### config.mk
export PLATFORM = sky130hd
export DESIGN_NAME = maets_ram
export DESIGN_NICKNAME = d
export VERILOG_FILES = /design/src/hw/rtl/maets_ram.sv
export SDC_FILE = /design/constraint.sdc
export NUM_CORES = 2
export LEC_CHECK = 0
export BUFFER_PORTS_ARGS = -buffer_cell sky130_fd_sc_hd__buf_4
export CORE_ASPECT_RATIO = 0.7
export CORE_MARGIN = 5
export CORE_UTILIZATION = 30
export DETAILED_ROUTE_END_ITERATION = 10
export PLACE_DENSITY = 0.52
export SLEW_MARGIN = 20
export SYNTH_ARGS = -nofsm -noshare
export SYNTH_HDL_FRONTEND = slang
export SYNTH_SLANG_ARGS = --single-unit
### constraint.sdc
create_clock -name clk -period 3.7 [get_ports clk]
set_input_delay 0.185 -clock clk [delete_from_list [all_inputs] [get_ports clk]]
set_output_delay 0.185 -clock clk [all_outputs]
set_load 0.01 [all_outputs]
### src/hw/rtl/maets_ram.sv
`timescale 1ns / 1ps

module maets_ram #(
  parameter int WIDTH = 32,
  parameter int DEPTH = 64,
  localparam int AW   = (DEPTH > 1) ? $clog2(DEPTH) : 1
) (
  input  logic             clk,
  input  logic             we,
  input  logic [AW-1:0]    waddr,
  input  logic [WIDTH-1:0] wdata,
  input  logic [AW-1:0]    raddr,
  output logic [WIDTH-1:0] rdata
);

  logic [WIDTH-1:0] mem [DEPTH];

  always_ff @(posedge clk) begin
    if (we) begin
      mem[waddr] <= wdata;
    end
    rdata <= mem[raddr];
  end

endmodule

---- After elaboration in Yosys (flattened, before gate mapping) ----
Memories as Yosys holds them, arrays and structs flattened. A register that Yosys moved wholly into a read port is not among the register bits.
Index checks and enable logic that the tools add are counted.
cells by class
  multiplexer cells ....................... 2
operators with widths
  cell              number
  1-bit 2-to-1 mux  2
storage, ports and cells
  word-level logic and storage cells ...... 3
  RAM bits ................................ 2,048
  register bits after elaboration ......... 0
  input port bits ......................... 46
  memories ................................ 1
memories
  memory  words  width  rd ports  clocked after memory_dff  write ports  RTL line  RTL
  mem     64     32     1         1                         1            16        logic [WIDTH-1:0] mem [DEPTH];

---- Longest topological paths before layout ----
  word-level depth ........................ 2
  depth in mapped cells ................... 10
  gate-level depth less buffers ........... 5

---- Least setup slack after synthesis ----
OpenSTA, ideal clock, no wires.
  path kind ............................... input-to-reg
  from .................................... input waddr[3]
  to ...................................... memory mem[48][0], enable pin
  buffers on the path ..................... 1
  data required time ...................... 3,239 ps
  stages .................................. 4
  library setup time ...................... 461 ps
  path slack .............................. 355 ps
  data arrival time ....................... 2,884 ps
  path through ............................ clkbuf_1 nor2b_1 nand4b_1 nor3_1
RTL lines
  element             RTL line  RTL
  start: declaration  10        input logic [AW-1:0] waddr,
  end: declaration    16
Straight into the memory's write port.

==> run summary <==
The run finished with clean final reports. Of all cell types, the one taking the most synthesized area is sky130_fd_sc_hd__edfxtp_1. For this block, the routed nets add up to 219,000 um of wire.

The buffering stage count on the worst path with inverters included is 4. The area added between synthesis and finish came out at 16.7%. The number of buffer cells added on primary ports is 77.

The number of warning messages in the yosys log is 0. The total area inside the core boundary comes to 261,000 um^2. The smallest hold slack came out at 0.0501 ns. The routed layout has 37,200 vias.

Summed over all nets, the half-perimeter wirelength after detailed placement is 126,000 um. The initial standard-cell utilization of the core came out at 30.1%. Sorting the synthesized cells by how often they occur yields 2,048 x sky130_fd_sc_hd__edfxtp_1, 544 x sky130_fd_sc_hd__mux4_2, 137 x sky130_fd_sc_hd__nor2_1, 93 x sky130_fd_sc_hd__mux2i_1, 84 x sky130_fd_sc_hd__o22ai_1.

Multiplexer cells account for about 17% of the synthesized area. The finished layout holds 7,300 standard cells, fillers aside. The initial antenna violation count is 24. The proportion of layout cells with a drive suffix above 1 came out at between 30% and 40%. TritonCTS built the clock tree. At the end of the flow the core is filled with cells to 35.1%. The overall die height is 438 um. The final weighted congestion of routability-driven global placement is slightly below 0.8.

The clock period minus worst slack is approximately 2.6 ns. The total power is 48.8 mW. The synthesis-stage register bit count is 2,080. In the post-synthesis netlist, the cell with the most instances is sky130_fd_sc_hd__edfxtp_1. The number of nets in the layout is about 3,700. The min-delay analysis places its worst path in the category input port to flop. The worst setup path is captured at a flop. The root cell of the clock tree is sky130_fd_sc_hd__clkbuf_16. The fraction of the yosys area taken by sequential cells is 79.1%. The slowest cell on the critical path is sky130_fd_sc_hd__o22ai_1. With fillers left out, the area of the finished cells amounts to 91,600 um^2. The pin count of the biggest net entering global routing came out at approximately 80. The top fanout value on the critical path is 26. The share of synthesized cell area in full adder, half adder and majority cells is 0%.

The CTS buffer count came out at 190. Once the clock tree was built, the setup fixing pass inserted 0 buffers. The global-route wire length before repair is just over 300,000 um. Setup repair after global routing left no endpoint under its margin. The required time of the critical path is 4.34 ns. The most used flip-flop cell after synthesis is sky130_fd_sc_hd__edfxtp_1. The startpoint class of the critical path is an input port. VDD sags by at most between 0.3 and 0.4 mV. The post-placement worst setup slack came out at 0.175 ns. The final critical path takes up 70.8% of the cycle.

The reported max-cap violation count came out at 0. After the first detailed-routing iteration, the DRC count stood at about 4,400. The residual overflow from global routing is 0. The number of top-level pins came out at 78. The arrival time at the worst endpoint is 3.26 ns. The number of enable-type register cells in the synthesized netlist is 2,048.

The relative max-transition margin is 29.8%. After detailed routing, the number of vias per cell comes to 5.09. The clock latency reported for the late side of the worst-skew pair is 0.83 ns. Summed over all cells, the static leakage comes to between 20 and 30 nW. The width of the die is between 600 and 700 um. The count of unresolved DRC violations after routing is 0. After routing, the total negative slack on setup checks comes to 0 ns. The largest family of logic cells by synthesized area is multiplexers. The worst setup path is of the input port to flop kind. In the post-synthesis netlist, the biggest area contributors are sky130_fd_sc_hd__edfxtp_1 78%, sky130_fd_sc_hd__mux4_2 16%, sky130_fd_sc_hd__mux2i_1 1.2%. The post-synthesis simple-gate area fraction came out at 1.27%.

The maximum buffer depth of the clock tree is 4. The largest clock skew in the final design is 0.0423 ns. The cell family contributing the most delay on the critical path is multiplexers.

The worst stage delay on the critical path is 0.81 ns. The number of iterations in the first detailed-routing pass is 6. After clock tree synthesis, the clock-pin slew on the worst setup and hold paths is around 0.07 ns. Each instance of the synthesized netlist takes up on average 23.6 um^2. The per-cell routed wire length is between 20 and 30 um. The distinct cell type count of the synthesized netlist came out at 34. The compound-cell area share of the yosys netlist is about 1.7%. The placed cell area is approximately 85,000 um^2. The final number of setup-violating endpoints came out at 0.

The CTS sink count came out at 2,080. Traced cell by cell, the critical path runs through buf_8 -> buf_12 -> buf_4 -> buf_4 -> mux4_2 -> mux4_2 -> o22ai_1 -> nor2_1. The area of the die came out at 272,000 um^2. The number of max-slew violations in the final report is 0.

Summing the areas of all xor and xnor instances in the mapped netlist gives 0% of the synthesized area. The number of global-route vias before repair is 37,000. The top cell type by area accounts for approximately four fifths of the synthesized area. The deepest level of the CTS H-tree came out at 4. The cell area power density came out at ~530 nW/um^2. The total count of hold-check failures in the final report came to 0. Counting tap cells, the placed design contains a total of 6,914 instances.

The worst path meets setup with 1.08 ns of slack. The post-synthesis async set-or-reset flop share came out at 0%. The register-to-register path setup slack is 1.12 ns. The area of the mapped netlist came out at 78,500 um^2. The synthesized net count came out at 3,370. The global-route usage over all layers is between 10% and 20%.

The number of nets still failing antenna checks after routing came out at 0. The timing-limited maximum frequency is about 380 MHz. The floorplan has around 160 rows. The actual transition at the worst max-transition pin came out at 1.05 ns.

Synthesis handed over a netlist of between 3,000 and 4,000 instances.
==> sequential cells by signal, summed over array words and instances (netlist names) <==
signal and flops:
rdata 32, mem 2048
==> worst paths after layout <==
kind,depth (start not counted),from,end
worst max-delay path,8,raddr[0],rdata[7]$_DFF_P_
worst min-delay path,3,we,mem[47][22]$_DFFE_PP_
worst max register to register,4,mem[43][7]$_DFFE_PP_,rdata[7]$_DFF_P_
worst min register to register,4,mem[29][17]$_DFFE_PP_,rdata[17]$_DFF_P_
==> worst register-to-register path, stage by stage (launching register included) <==
cell and delay [ns]:
sky130_fd_sc_hd__edfxtp_1 0.36, sky130_fd_sc_hd__mux4_2 0.48, sky130_fd_sc_hd__mux4_2 0.52, sky130_fd_sc_hd__o22ai_1 0.81
sky130_fd_sc_hd__nor2_1 0.25
==> cell families (layout without fill, tap and decap cells) <==
group	count (synthesis)	in the layout
AOI/OAI and AO/OA	202	202
DFF	2080	2080
buffers and inverters	182	649
muxes	637	637
other	0	11
and+or+nand+nor	223	223
==> cell usage in the layout (no fill, tap or decap), drive strengths merged, types with 7 or more instances in the layout <==
master / instances
nor2: 137
edfxtp: 2048
nand2b: 8
nor2b: 15
a311oi: 8
bufinv: 18
dlygate4sd3: 36
dfxtp: 32
a22oi: 12
clkinv: 60
nor3: 7
clkbuf: 254
buf: 274
mux4: 544
diode: 11
mux2i: 93
a21oi: 62
nand2: 26
o22ai: 84
o221ai: 27
==> cell type report <==
type	count	area (um^2)
Fill cell	24000	169000
Sequential cell	2080	62100
Multi-Input combinational cell	1062	16000
Clock buffer	254	5300
Tap cell	3498	4380
Timing Repair Buffer	310	2930
Clock inverter	85	870
Antenna cell	11	27.5
==> repair_timing <==
item,4_1_cts,5_1_grt
gates resized for setup,0,0
hold buffers,36,0
setup endpoints to repair,0,0
hold endpoints to repair,1516,0
==> per-layer routing <==
metal / share of wire, % / vias up / wire length (um) / GRT usage (%)
li1: - / 14900 / - / -
met1: 45 / 20600 / 97800 / 23.4
met2: 46 / 1390 / 99900 / 24.1
met3: 7.9 / 267 / 17300 / 3.38
met4: 1.8 / 10 / 3960 / 3.00
met5: 0.028 / - / 61 / 0
==> where the power goes <==
group	total, mW	internal, mW	switching [mW]
registers	26.2	26.1	0.118
logic	2.70	1.01	1.69
clock network	19.9	11.3	8.61
total	48.8	38.4	10.4
Power figures use the tool's default switching activity.
