--- src/hw/rtl/maets_pkg.sv ---
`timescale 1ns / 1ps

package maets_pkg;

  // Default sizing of the point stores and coordinate precision
  localparam int MAX_CANDIDATES_DEF = 64;
  localparam int MAX_COVERED_DEF    = 64;
  localparam int COORD_BITS_DEF     = 16;

  // Fixed widths of the item fields
  localparam int PORT_COORD_W = 16;
  localparam int AREA_OUT_W   = 33;

  typedef enum logic [1:0] {
    OP_CLEAR    = 2'd0,
    OP_ADD_CAND = 2'd1,
    OP_ADD_COV  = 2'd2,
    OP_SEARCH   = 2'd3
  } opcode_t;

  typedef enum logic [1:0] {
    ST_FOUND = 2'd0,
    ST_NONE  = 2'd1,
    ST_FEW   = 2'd2,
    ST_FULL  = 2'd3
  } status_t;

endpackage

--- src/hw/rtl/maets_cross.sv ---
`timescale 1ns / 1ps

// Shared cross-product unit: (a - o) x (b - o), one multiplier used twice.
// Operands are sampled on start; the result shows with done once start has passed s1, s2 and s3.
module maets_cross
  import maets_pkg::*;
#(
  parameter int COORD_BITS = COORD_BITS_DEF,
  localparam int DW = COORD_BITS + 1,
  localparam int PW = 2 * DW,
  localparam int XW = PW + 1
) (
  input  logic                         clk,
  input  logic                         rst,
  input  logic                         start,
  input  logic signed [COORD_BITS-1:0] o_x,
  input  logic signed [COORD_BITS-1:0] o_y,
  input  logic signed [COORD_BITS-1:0] a_x,
  input  logic signed [COORD_BITS-1:0] a_y,
  input  logic signed [COORD_BITS-1:0] b_x,
  input  logic signed [COORD_BITS-1:0] b_y,
  output logic                         done,
  output logic signed [XW-1:0]         cross_val
);

  logic signed [DW-1:0] dax, day, dbx, dby;
  logic signed [DW-1:0] mul_l, mul_r;
  logic signed [PW-1:0] prod, first;
  logic                 s1, s2, s3;

  // First pass takes dax * dby, second pass day * dbx
  assign mul_l = s1 ? dax : day;
  assign mul_r = s1 ? dby : dbx;

  always_ff @(posedge clk) begin
    if (rst) begin
      s1   <= 1'b0;
      s2   <= 1'b0;
      s3   <= 1'b0;
      done <= 1'b0;
    end else begin
      s1   <= start;
      s2   <= s1;
      s3   <= s2;
      done <= s3;
    end
    if (start) begin
      dax <= DW'(a_x) - DW'(o_x);
      day <= DW'(a_y) - DW'(o_y);
      dbx <= DW'(b_x) - DW'(o_x);
      dby <= DW'(b_y) - DW'(o_y);
    end
    if (s1 || s2) begin
      prod <= mul_l * mul_r;
    end
    if (s2) begin
      first <= prod;
    end
    if (s3) begin
      cross_val <= XW'(first) - XW'(prod);
    end
  end

endmodule
--- config.mk ---
export PLATFORM = sky130hd
export DESIGN_NAME = maets_cross
export DESIGN_NICKNAME = d
export VERILOG_FILES = /design/src/hw/rtl/maets_pkg.sv /design/src/hw/rtl/maets_cross.sv
export SDC_FILE = /design/constraint.sdc
export NUM_CORES = 1
export LEC_CHECK = 0
export BUFFER_PORTS_ARGS = -buffer_cell sky130_fd_sc_hd__buf_2
export CORE_ASPECT_RATIO = 1.5
export CORE_UTILIZATION = 43
export DETAILED_ROUTE_END_ITERATION = 6
export GPL_TIMING_DRIVEN = 0
export PLACE_DENSITY = 0.64
export SYNTH_ARGS = -nofsm -noshare
export SYNTH_HDL_FRONTEND = slang
export SYNTH_SLANG_ARGS = --single-unit
--- constraint.sdc ---
create_clock -name clk -period 13.1 [get_ports clk]
set_input_delay 1.965 -clock clk [delete_from_list [all_inputs] [get_ports clk]]
set_output_delay 1.965 -clock clk [all_outputs]
set_load 0.01 [all_outputs]
### After elaboration in Yosys (flattened, before gate mapping)

Cells that the tools add are included.

| storage, ports and cells | value |
|---|---|
| word-level logic and storage cells | 20 |
| output and inout port bits | 36 |
| bits of input ports | 99 |
| register bits after elaboration | 175 |

| operators by class | value |
|---|---|
| reductions and logical operators | 1 |
| add/sub/neg operators | 5 |
| $mul | 1 |
| mux-type cells | 2 |

Operator list:

| kind | number |
|---|---|
| $sub A16 B16 Y17 | 4 |
| $sub A34 B34 Y35 | 1 |
| $mul A17 B17 Y34 | 1 |
| $mux W17 | 2 |
| $logic_or A1 B1 Y1 | 1 |

### Depth between registers and ports, before layout

| depth | value |
|---|---|
| word-level depth | 2 |
| gate-level depth with buffers | 26 |
| gate-level depth less buffers | 23 |

### Worst setup path after synthesis

OpenSTA, ideal clock, no wires.

| path | value |
|---|---|
| kind | register to register |
| from | register s1 |
| to | register prod[30], data pin |
| slack | 6.460 ns |
| period minus slack after synthesis | 6.640 ns |
| library setup time | 0.180 ns |
| data required time | 12.920 ns |
| arrival time | 6.459 ns |
| stages on the path, launching flop included | 24 |
| buffers on the path | 3 |
| path through | dfxtp_1 -> buf_2 -> buf_1 -> buf_2 -> mux2i_1 -> nor2_1 -> fa_1 -> inv_1 -> fa_1 -> fa_1 -> inv_1 -> fa_1 -> fa_1 -> inv_1 -> fa_1 -> inv_1 -> ha_1 -> and3_1 -> and2_1 -> a221oi_1 -> a21oi_2 -> nor3_2 -> nor2_1 -> o311ai_1 |

| on the way | value |
|---|---|
| cells in the longest elaborated chain, start to end | 2 |
| elaborated cells on any way between the ends | 3 |
| those cells by class | 1 x mul; 2 x mux |

RTL lines:

| element | RTL line | text |
|---|---|---|
| start: declaration | maets_cross.sv:29 | `logic s1, s2, s3;` |
| start signal: assignment | maets_cross.sv:42 | `s1 <= start;` |
| $mux W17, on equally long branches | maets_cross.sv:32, maets_cross.sv:33 |  |
| $mul A17 B17 Y34 * | maets_cross.sv:54 | `prod <= mul_l * mul_r;` |
| end signal: assignment | maets_cross.sv:54 |  |
| end: declaration | maets_cross.sv:28 | `logic signed [PW-1:0] prod, first;` |

Every way passes the cells marked *; elsewhere a longest branch is shown, timed or not.
A chain may end at the register's enable or synchronous reset.

### Worst setup path in the final report

Same ends and word-level chain as after synthesis.

==> flow_summary.toml <==
[status]
outcome = "completed"

[critical_path]
r2r_cells = 23
required_ps = 13380
arrival_ps = 8660
r2r_start = "s1"
r2r_slack_ps = 4720
critPathMaxFanout = 10
startpoint_type = "flip-flop"
critPathKind = "reg -> reg"
worstSetupEndpointType = "flip-flop"
r2r-end = "prod[30]"

[floorplan]
dieArea_mm2 = 0.0500
die_x_um = 183
placementRows = 99
initial_utilization = 0.434
core-area_mm2 = 0.0486
ioPinCount = 135
die_h_um = 273

[clock_tree]
clock_path_buffers = 2
cts_tree = "yes"
htree_levels = 4
numCtsBuffers = 17
cts-root-buf = "clkbuf_16"
worstSkewPairLatency_ps = 470
cts_hold_buf = 0
cts_sinks = 175
post_cts_buffers = 0
cts.clk_slew.worst_paths_ps = 80
postCtsResizedCells = 0

[sta]
relSlewSlack = 0.0661
worstMarginPinSlew_ps = 1360
setup_tns_ps = 0
fin_crit_ps = 8380
setup_viol = 0
rsz0062_at_grt = "false"
fin_crit_sh = 0.640
finalHoldViolations = 0
skew_ps = 13.6
clock.fmax_mhz = 119
finalMaxSlewViolations = 0

[route]
wire_per_inst_um = 17.8
vias_per_cell = 5.18
vias = 15200
drt-initial-drc-count = 763
first_pass_iters = 5
drc = 0
drt-total-wl_mm = 52.2
route.antenna.remaining_nets = 0

[hold_path]
holdPathEnd = "first[22]"
min_path_cells = 0
worst_hold_path_type = "reg -> reg"
min-delay-start = "prod[22]"

[global_routing]
grt_max_degree = 70
grt_pass1_wl_mm = 83.5
grt_pass1_vias = 16100
grt-ovfl-total = 0
grtUsageTotal = 0.219
antenna_found_initial = 0

[place]
place_area_mm2 = 0.0226
port_buffers = 134
gp_congestion = 0.980
dp_hpwl_mm = 44.5
dp_cells = 2907

[synthesis]
synth_flop_cell = "edfxtp_1"
synthArstFlopShare = 0
avgSynthCellArea_um2 = 9.97
seq_area_frac_synth = 0.247
ys_ff_latch = 175
synth-edff-count = 171
netlist_instances = 2117
synth_cell_types = 65
mappedNetlistArea_mm2 = 0.0211
syn_nets = 2700
yosysWarnings = 0

[cells_and_area]
syn_to_final_growth_pct = 9.83
num_antenna_cells = 0
fin_nets = 2853
drive_above_1_share = 0.0968
fin_cells = 2939
fin_area_mm2 = 0.0232
fin_util = 0.477

[flow_run]
max-cap-violations = 0
[state kept, by name, indices dropped and copies added, names as in the netlist]
| name | count |
|---|---|
| cross_val | 35 |
| first | 34 |
| prod | 34 |
| dax | 17 |
| day | 17 |
| dbx | 17 |
| dby | 17 |
| done | 1 |
| s1 | 1 |
| s2 | 1 |
| s3 | 1 |
[metrics by stage]
stage / setup WS [ps] / hold WS [ps]
floorplan: 6460 / 426
detailed placement: 4720 / 435
global route: 4470 / 459
CTS: 4690 / 449
global placement: 4740 / 433
finish: 4720 / 448
[cell usage after synthesis (14+ instances only)]
library cell | n | area share
a21o_1 | 25 | 0.0089
nand2b_1 | 21 | 0.0062
edfxtp_1 | 171 | 0.24
a21oi_1 | 85 | 0.020
nand3_1 | 21 | 0.0050
ha_1 | 183 | 0.11
inv_1 | 415 | 0.074
fa_1 | 301 | 0.29
xnor2_1 | 76 | 0.032
nor2b_1 | 19 | 0.0056
nor2_1 | 222 | 0.039
nor3_1 | 41 | 0.0097
nand2_1 | 185 | 0.033
o21a_1 | 27 | 0.0096
clkbuf_1 | 27 | 0.0048
o21ai_1 | 14 | 0.0033
o21ai_0 | 46 | 0.011
mux2i_1 | 32 | 0.015
xor2_1 | 20 | 0.0083
mux2_2 | 31 | 0.017
[metal layers]
layer  vias to the layer above  GRT usage  share of wire
met3                       113     0.0234          0.037
met1                      7498      0.236           0.38
met4                         0      0.108          0.048
met5                         -          0              0
li1                       7201          -              -
met2                       426      0.421           0.54
[area by class of cell]
cell class / count / area, um2
plain buffers: 32 / 124
clock buffers: 20 / 457
clock inverters: 12 / 120
fillers: 4685 / 25400
inverters: 415 / 1560
multi-input cells: 1495 / 14200
flip-flops and latches: 175 / 5220
well taps: 656 / 821
repair buffers: 134 / 673
[placed cells by master (no fill, tap or decap), types with 6 or more instances in the layout]
cell type  instances
clkbuf_16         17
buf_2            136
fa_1             301
nor2b_1           19
a21o_1            25
nor3_1            41
o21a_1            27
xnor2_1           76
edfxtp_1         171
nand3_1           21
and3_1            13
o21ai_1           14
nand2_1          185
or2_2              6
o21ai_0           46
mux2i_1           32
nor2_1           222
clkbuf_1          28
a31oi_1           10
mux2_2            31
inv_1            415
a211oi_1           7
xor2_1            20
nand2b_1          21
a21oi_1           85
or3_1             13
and2_1             8
ha_1             183
o31a_1             9
[worst max-delay path by stage]
stage | startpoint | end | depth (start not counted)
after floorplan | s1 | prod[30] | 23
after global placement | s1 | prod[30] | 23
after detailed placement | s1 | prod[30] | 23
after CTS | s1 | prod[30] | 23
after global routing | s1 | prod[30] | 23
final | s1 | prod[30] | 23
[critical path: stages (launching register included)]
cell      delay [ps]
dfxtp_1          330
buf_2            340
buf_1            620
buf_2            460
mux2i_1          950
nor2_1           210
fa_1             580
inv_1             50
fa_1             470
inv_1             50
fa_1             480
fa_1             520
fa_1             490
inv_1             50
fa_1             470
inv_1             40
ha_1             330
a21oi_1          130
o21ai_0          170
a221oi_1         540
a21oi_2          170
nor3_2           340
nor2_1           120
o311ai_1         280
[kinds of logic (layout without fill, tap and decap cells)]
| group | count (synthesis) | count (layout) | synth area share |
|---|---|---|---|
| AO/OA/AOI/OAI | 289 | 289 | 0.0917 |
| AND/OR/NAND/NOR | 563 | 563 | 0.116 |
| buffers and inverters | 447 | 613 | 0.0797 |
| flip-flops | 175 | 175 | 0.247 |
| XOR/XNOR | 96 | 96 | 0.0399 |
| adder cells (fa/ha/maj) | 484 | 484 | 0.394 |
| multiplexers | 63 | 63 | 0.0317 |
Power is not shown: default switching activity piles up to over one toggle a cycle in this logic, so the estimate is an artifact.
